`src/rtl/hcbd_pkg.sv`:
```
// Package for the chunked body decoder: payload structs, decode phases,
// status codes and character helpers. No dependencies.
`default_nettype none

package hcbd_pkg;

	localparam int SIZE_BITS = 32;

	localparam logic [7:0] CHAR_CR = 8'h0D;
	localparam logic [7:0] CHAR_LF = 8'h0A;

	typedef enum logic [2:0] {
		PH_LEAD   = 3'd0,
		PH_DIGITS = 3'd1,
		PH_TAIL   = 3'd2,
		PH_CR     = 3'd3,
		PH_DATA   = 3'd4,
		PH_TRAIL1 = 3'd5,
		PH_TRAIL2 = 3'd6,
		PH_HALT   = 3'd7
	} phase_t;

	typedef enum logic [1:0] {
		ST_CLEAN    = 2'd0,
		ST_NOFINAL  = 2'd1,
		ST_NODIGITS = 2'd2,
		ST_OVERFLOW = 2'd3
	} status_t;

	typedef struct packed {
		logic [7:0] body_byte;
		logic       body_end;
	} body_t;

	typedef struct packed {
		logic [7:0] data_byte;
		logic       has_byte;
		logic       done_res;
		logic [1:0] end_status;
	} result_t;

	// bit 4 flags a hex digit, bits 3:0 carry its value
	function automatic logic [4:0] hex_digit(input logic [7:0] c);
		logic [4:0] r;
		r = 5'd0;
		if (c >= 8'h30 && c <= 8'h39) begin
			r = {1'b1, c[3:0]};
		end else if ((c >= 8'h41 && c <= 8'h46) || (c >= 8'h61 && c <= 8'h66)) begin
			r = {1'b1, 4'(c[2:0] + 3'd1) + 4'd8};
		end
		return r;
	endfunction

	function automatic logic is_space(input logic [7:0] c);
		return (c == 8'h20) || (c >= 8'h09 && c <= 8'h0D);
	endfunction

endpackage

`default_nettype wire

```
`src/rtl/http_chunked_body_decoder.sv`:
```
// Chunked transfer decoder for an HTTP body stream, one byte per request.
// Depends on hcbd_pkg for payload structs, phases and status codes.
//
// Usage:
//   body channel (body_valid/body_ready/body) carries raw body bytes, with
//   body_end set on the final byte. res channel (res_valid/res_ready/res)
//   carries a result for every payload byte and for the final body byte;
//   size lines, trailer bytes and bytes after the end chunk give none.
//   A body byte passes from the input register through the decode logic into
//   the result register, which raises res_valid. Throughput is one byte per
//   clock while res is not stalled, as the phase and size counter update for
//   every accepted byte.
//   When res is stalled, bytes that give no result still drain; a byte that
//   gives a result waits in the input register and body_ready drops.
//   The final byte returns the decoder to the size-line state for the next
//   body. Reset (arst_n low) clears both valid flags and the decode state.
`default_nettype none

module http_chunked_body_decoder (
	input  wire                   clk,
	input  wire                   arst_n,
	input  wire                   body_valid,
	output logic                  body_ready,
	input  hcbd_pkg::body_t       body,
	output logic                  res_valid,
	input  wire                   res_ready,
	output hcbd_pkg::result_t     res
);
	import hcbd_pkg::*;

	logic                 valid_s1;
	body_t                body_s1;
	phase_t               phase_q, phase_d;
	logic [SIZE_BITS-1:0] left_q, left_d;
	logic                 seen_q, seen_d;
	status_t              held_q, held_d;
	logic                 emit;
	logic                 produce;
	logic                 advance;
	logic                 run_line;
	phase_t               line_from;
	logic [4:0]           hex;
	result_t              res_d;

	assign produce    = emit || body_s1.body_end;
	assign advance    = valid_s1 && (!produce || !res_valid || res_ready);
	assign body_ready = !valid_s1 || advance;
	assign hex        = hex_digit(body_s1.body_byte);

	always_ff @(posedge clk or negedge arst_n) begin
		if (!arst_n) begin
			valid_s1 <= 1'b0;
		end else if (body_ready) begin
			valid_s1 <= body_valid;
		end
	end

	always_ff @(posedge clk) begin
		if (body_ready && body_valid) begin
			body_s1 <= body;
		end
	end

	always_comb begin
		phase_d   = phase_q;
		left_d    = left_q;
		seen_d    = seen_q;
		held_d    = held_q;
		emit      = 1'b0;
		run_line  = 1'b0;
		line_from = phase_q;
		unique case (phase_q)
			PH_LEAD, PH_DIGITS, PH_TAIL: begin
				run_line = 1'b1;
			end
			PH_CR: begin
				if (body_s1.body_byte == CHAR_LF) begin
					if (!seen_q) begin
						phase_d = PH_HALT;
						held_d  = ST_NODIGITS;
					end else if (left_q == '0) begin
						phase_d = PH_HALT;
						held_d  = ST_CLEAN;
					end else begin
						phase_d = PH_DATA;
					end
				end else begin
					run_line  = 1'b1;
					line_from = seen_q ? PH_TAIL : PH_LEAD;
				end
			end
			PH_DATA: begin
				emit   = 1'b1;
				left_d = left_q - 1'b1;
				if (left_d == '0) begin
					phase_d = PH_TRAIL1;
				end
			end
			PH_TRAIL1: begin
				phase_d = PH_TRAIL2;
			end
			PH_TRAIL2: begin
				phase_d = PH_LEAD;
				left_d  = '0;
				seen_d  = 1'b0;
			end
			PH_HALT: begin
			end
		endcase
		if (run_line) begin
			priority if (body_s1.body_byte == CHAR_CR) begin
				phase_d = PH_CR;
			end else if (line_from == PH_LEAD && is_space(body_s1.body_byte)) begin
				phase_d = PH_LEAD;
			end else if (line_from == PH_LEAD || line_from == PH_DIGITS) begin
				if (!hex[4]) begin
					phase_d = PH_TAIL;
				end else if (left_q[SIZE_BITS-1 -: 4] != 4'd0) begin
					phase_d = PH_HALT;
					held_d  = ST_OVERFLOW;
				end else begin
					phase_d = PH_DIGITS;
					left_d  = {left_q[SIZE_BITS-5:0], hex[3:0]};
					seen_d  = 1'b1;
				end
			end else begin
				phase_d = PH_TAIL;
			end
		end
	end

	always_comb begin
		res_d            = '0;
		res_d.data_byte  = emit ? body_s1.body_byte : 8'd0;
		res_d.has_byte   = emit;
		res_d.done_res   = body_s1.body_end;
		if (body_s1.body_end) begin
			res_d.end_status = (phase_d == PH_HALT) ? held_d : ST_NOFINAL;
		end
	end

	always_ff @(posedge clk or negedge arst_n) begin
		if (!arst_n) begin
			phase_q <= PH_LEAD;
			left_q  <= '0;
			seen_q  <= 1'b0;
			held_q  <= ST_CLEAN;
		end else if (advance) begin
			if (body_s1.body_end) begin
				phase_q <= PH_LEAD;
				left_q  <= '0;
				seen_q  <= 1'b0;
				held_q  <= ST_CLEAN;
			end else begin
				phase_q <= phase_d;
				left_q  <= left_d;
				seen_q  <= seen_d;
				held_q  <= held_d;
			end
		end
	end

	always_ff @(posedge clk or negedge arst_n) begin
		if (!arst_n) begin
			res_valid <= 1'b0;
		end else if (advance && produce) begin
			res_valid <= 1'b1;
		end else if (res_ready) begin
			res_valid <= 1'b0;
		end
	end

	always_ff @(posedge clk) begin
		if (advance && produce) begin
			res <= res_d;
		end
	end

`ifndef NO_ASSERTIONS
	a_nobyte_final: assert property (@(posedge clk) disable iff (!arst_n)
		res_valid && !res.has_byte |-> res.done_res)
		else $error("result without payload byte is not final");

	a_status_quiet: assert property (@(posedge clk) disable iff (!arst_n)
		res_valid && !res.done_res |-> res.end_status == ST_CLEAN)
		else $error("status set on a non-final result");

	a_end_resets: assert property (@(posedge clk) disable iff (!arst_n)
		advance && body_s1.body_end |=> phase_q == PH_LEAD && left_q == '0 && !seen_q)
		else $error("decoder not back in size-line state after final byte");

	a_data_left: assert property (@(posedge clk) disable iff (!arst_n)
		phase_q == PH_DATA |-> left_q != '0)
		else $error("data phase with no bytes left");
`endif

endmodule

`default_nettype wire
```
`config.mk`:
```
export PLATFORM = sky130hd
export DESIGN_NAME = http_chunked_body_decoder
export DESIGN_NICKNAME = d
export VERILOG_FILES = /design/src/rtl/hcbd_pkg.sv /design/src/rtl/http_chunked_body_decoder.sv
export SDC_FILE = /design/constraint.sdc
export NUM_CORES = 1
export LEC_CHECK = 0
export BUFFER_PORTS_ARGS = -buffer_cell sky130_fd_sc_hd__buf_2
export CORE_MARGIN = 10
export CORE_UTILIZATION = 40
export CTS_CLUSTER_SIZE = 20
export DETAILED_ROUTE_END_ITERATION = 6
export GPL_ROUTABILITY_DRIVEN = 1
export PLACE_DENSITY = 0.53
export SLEW_MARGIN = 5
export SYNTH_ARGS = -nofsm -noshare
export SYNTH_HDL_FRONTEND = slang
export SYNTH_SLANG_ARGS = --single-unit
```
`constraint.sdc`:
```
create_clock -name clk -period 3.3 [get_ports clk]
set_input_delay 0.66 -clock clk [delete_from_list [all_inputs] [get_ports clk]]
set_output_delay 0.66 -clock clk [all_outputs]
set_load 0.02 [all_outputs]
```
==> metrics.txt <==
result of the run finished, final reports clean; row count 38; WHS 0.446 ns; Area Overhead vs Synth 11.0%; core footprint 10800 um^2; PortBufs 26; Setup violations, final 0; Starting Density 0.407; final hold violations 0; WL final 13.0 mm; max-slew violations 0; f_max 333 MHz; Die Area 15600 um^2; initial antenna violation count 0; clock skew 0.0102 ns; register area share after synthesis 0.372; # nets final 539; path type of the worst setup path flip-flop to flip-flop; layout cells sized above 1 0.185; Detail Placement HPWL 8.87 mm; WL per Instance 19.5 um; Arrival @ worst endpoint 3.29 ns; DRT Pass-1 Iters 5; period utilization 0.910; reg2reg path depth 8; CP max stage cell or4_1; H-tree levels 3; Clock transition at path regs 0.08 ns; via count 4118; Root Buffer clkbuf_8; Initial DRC Count 401; largest net degree at the start of global routing 41; top-area cell type share of the netlist area 0.228; commonest non-fill, non-tap cell in the layout nand2_1; first-pass GRT wire length 21.3 mm; Power Total 2530 uW; Worst EP required 3.58 ns; total track usage 0.165; Post-Syn Area per Cell 8.63 um^2; # hold bufs at CTS 0; pwr dens 519 nW/um^2; CTS tree built; chip height 125 um; CP cell instances inv_1 -> ha_1 -> nor3b_2 -> nand2_1 -> o31ai_1 -> nand4_1 -> or4_1 -> o211ai_2; # diodes 0; RSZ-0062 raised after global routing no; critical path's top delay family simple AND/OR/NAND/NOR gates; total gr overflow 0; Mapped Nets 528; Syn. warnings 0; most frequent cells in the layout nand2_1 (57), o21ai_0 (45), dfrtp_1 (40), nor2_1 (37), buf_4 (27); Tmin final 3.00 ns; clock sink count 61; Hold Crit Class input port to asynchronous set/reset pin; number of library cell types mapped by synthesis 72; commonest register cell after synthesis dfrtp_1; later-pin clock latency in the skew report 0.36 ns; DRC Markers 0; post-route ant nets 0; Num CTS Buffers 9; crit path launch left_q[0]; CP bufs+invs 1; EDFF count, synth 21; vias in the first global route 3969; Leakage Power 0.00203 uW; I/O Pins 27; startpoint types flip-flop; synthesized area 4390 um^2; Critical Path Stages 8; reg2reg end phase_q[0]; asr flop ratio synth 0.656; Worst setup endpoint phase_q[0]; Max transition margin 0.320; CTS Buffer Depth 2; post-DR vias/cell 6.19; routability cong. 0.895; dominant cell type by area after synthesis dfrtp_1; post-synthesis instance total 509; setup_tns 0 ns; MaxCap Viol Count 0; Slew @ Worst Pin 1.02 ns; setup slack, reg-to-reg 0.30 ns; register bit total from synthesis 61; Crit Reg-Reg Startpoint left_q[0]; Max VDD drop 0.000228 V; top cells by area, synth dfrtp_1 (23%), edfxtp_1 (14%), o21ai_0 (5.2%); die width 125 um; CP Max Fanout 13; highest cell delay on the worst timing path 0.60 ns; Critical Path Sink Type flip-flop
## per-layer routing
layer | share of wire | routed length (um) | track usage
met5 | 0 | 0 | 0
met4 | 0.015 | 189 | 0.0535
met3 | 0.058 | 749 | 0.0332
met2 | 0.48 | 6260 | 0.268
met1 | 0.45 | 5780 | 0.214
## layout make-up
| cell class | instances | area (um^2) |
|---|---|---|
| repair buffers | 53 | 333 |
| flip-flops and latches | 61 | 1630 |
| multi-input cells | 385 | 2500 |
| clock inverters | 7 | 75.1 |
| clock buffers | 9 | 124 |
| well taps | 140 | 175 |
| inverters | 10 | 37.5 |
| fillers | 1055 | 5920 |
## per-stage QoR
step	utilization	instance area (um^2)	std cells	setup slack [ns]
6_report	0.452	4870	665	0.296
3_5_place_dp	0.432	4660	649	0.214
2_1_floorplan	-	4390	509	0.496
3_3_place_gp	0.432	4660	649	0.316
4_1_cts	0.450	4860	665	0.211
5_1_grt	0.452	4870	665	0.0322
## power breakdown
group          internal (uW)  switching, uW
logic                    357            531
clock network            351            343
registers                838            108
## sequential cells by signal, indices dropped and copies added, names as in the netlist
register / count
left_q: 32
body_s1: 9
res: 12
valid_s1: 1
held_q: 2
phase_q: 3
seen_q: 1
res_valid: 1
## what timing repair did
item / 4_1_cts / 5_1_grt
endpoints found under the setup margin: 0 / 5
gates resized for setup: 0 / 3
setup buffers: 0 / 0
## Yosys cell counts, types with 7 or more instances
master    instances
a211oi_1          7
a21oi_1          20
a221oi_1         10
clkbuf_1         38
dfrtp_1          40
edfxtp_1         21
inv_1            10
mux2_2            7
mux2i_1          10
nand2_1          57
nand2b_1          7
nand3_1          13
nand4_1          13
nor2_1           38
nor3_1           17
nor4_1           14
o21ai_0          46
o31ai_1           8
o41ai_1           8
## logic make-up after synthesis
kind of cell    Yosys count  synth area share
flops                    61             0.372
simple gates            210             0.262
xor+xnor                  4           0.00798
mux                      17            0.0408
fa+ha+maj                 6            0.0171
buf+inv                  63            0.0653
compound gates          148             0.235
## how the worst min path moves through the flow
stage | endpoint
floorplan | held_q[0]
global placement | held_q[1]
detailed placement | held_q[1]
CTS | body_s1[3]
global route | body_s1[7]
finish | left_q[21]
(Power assumes the default switching activity.)
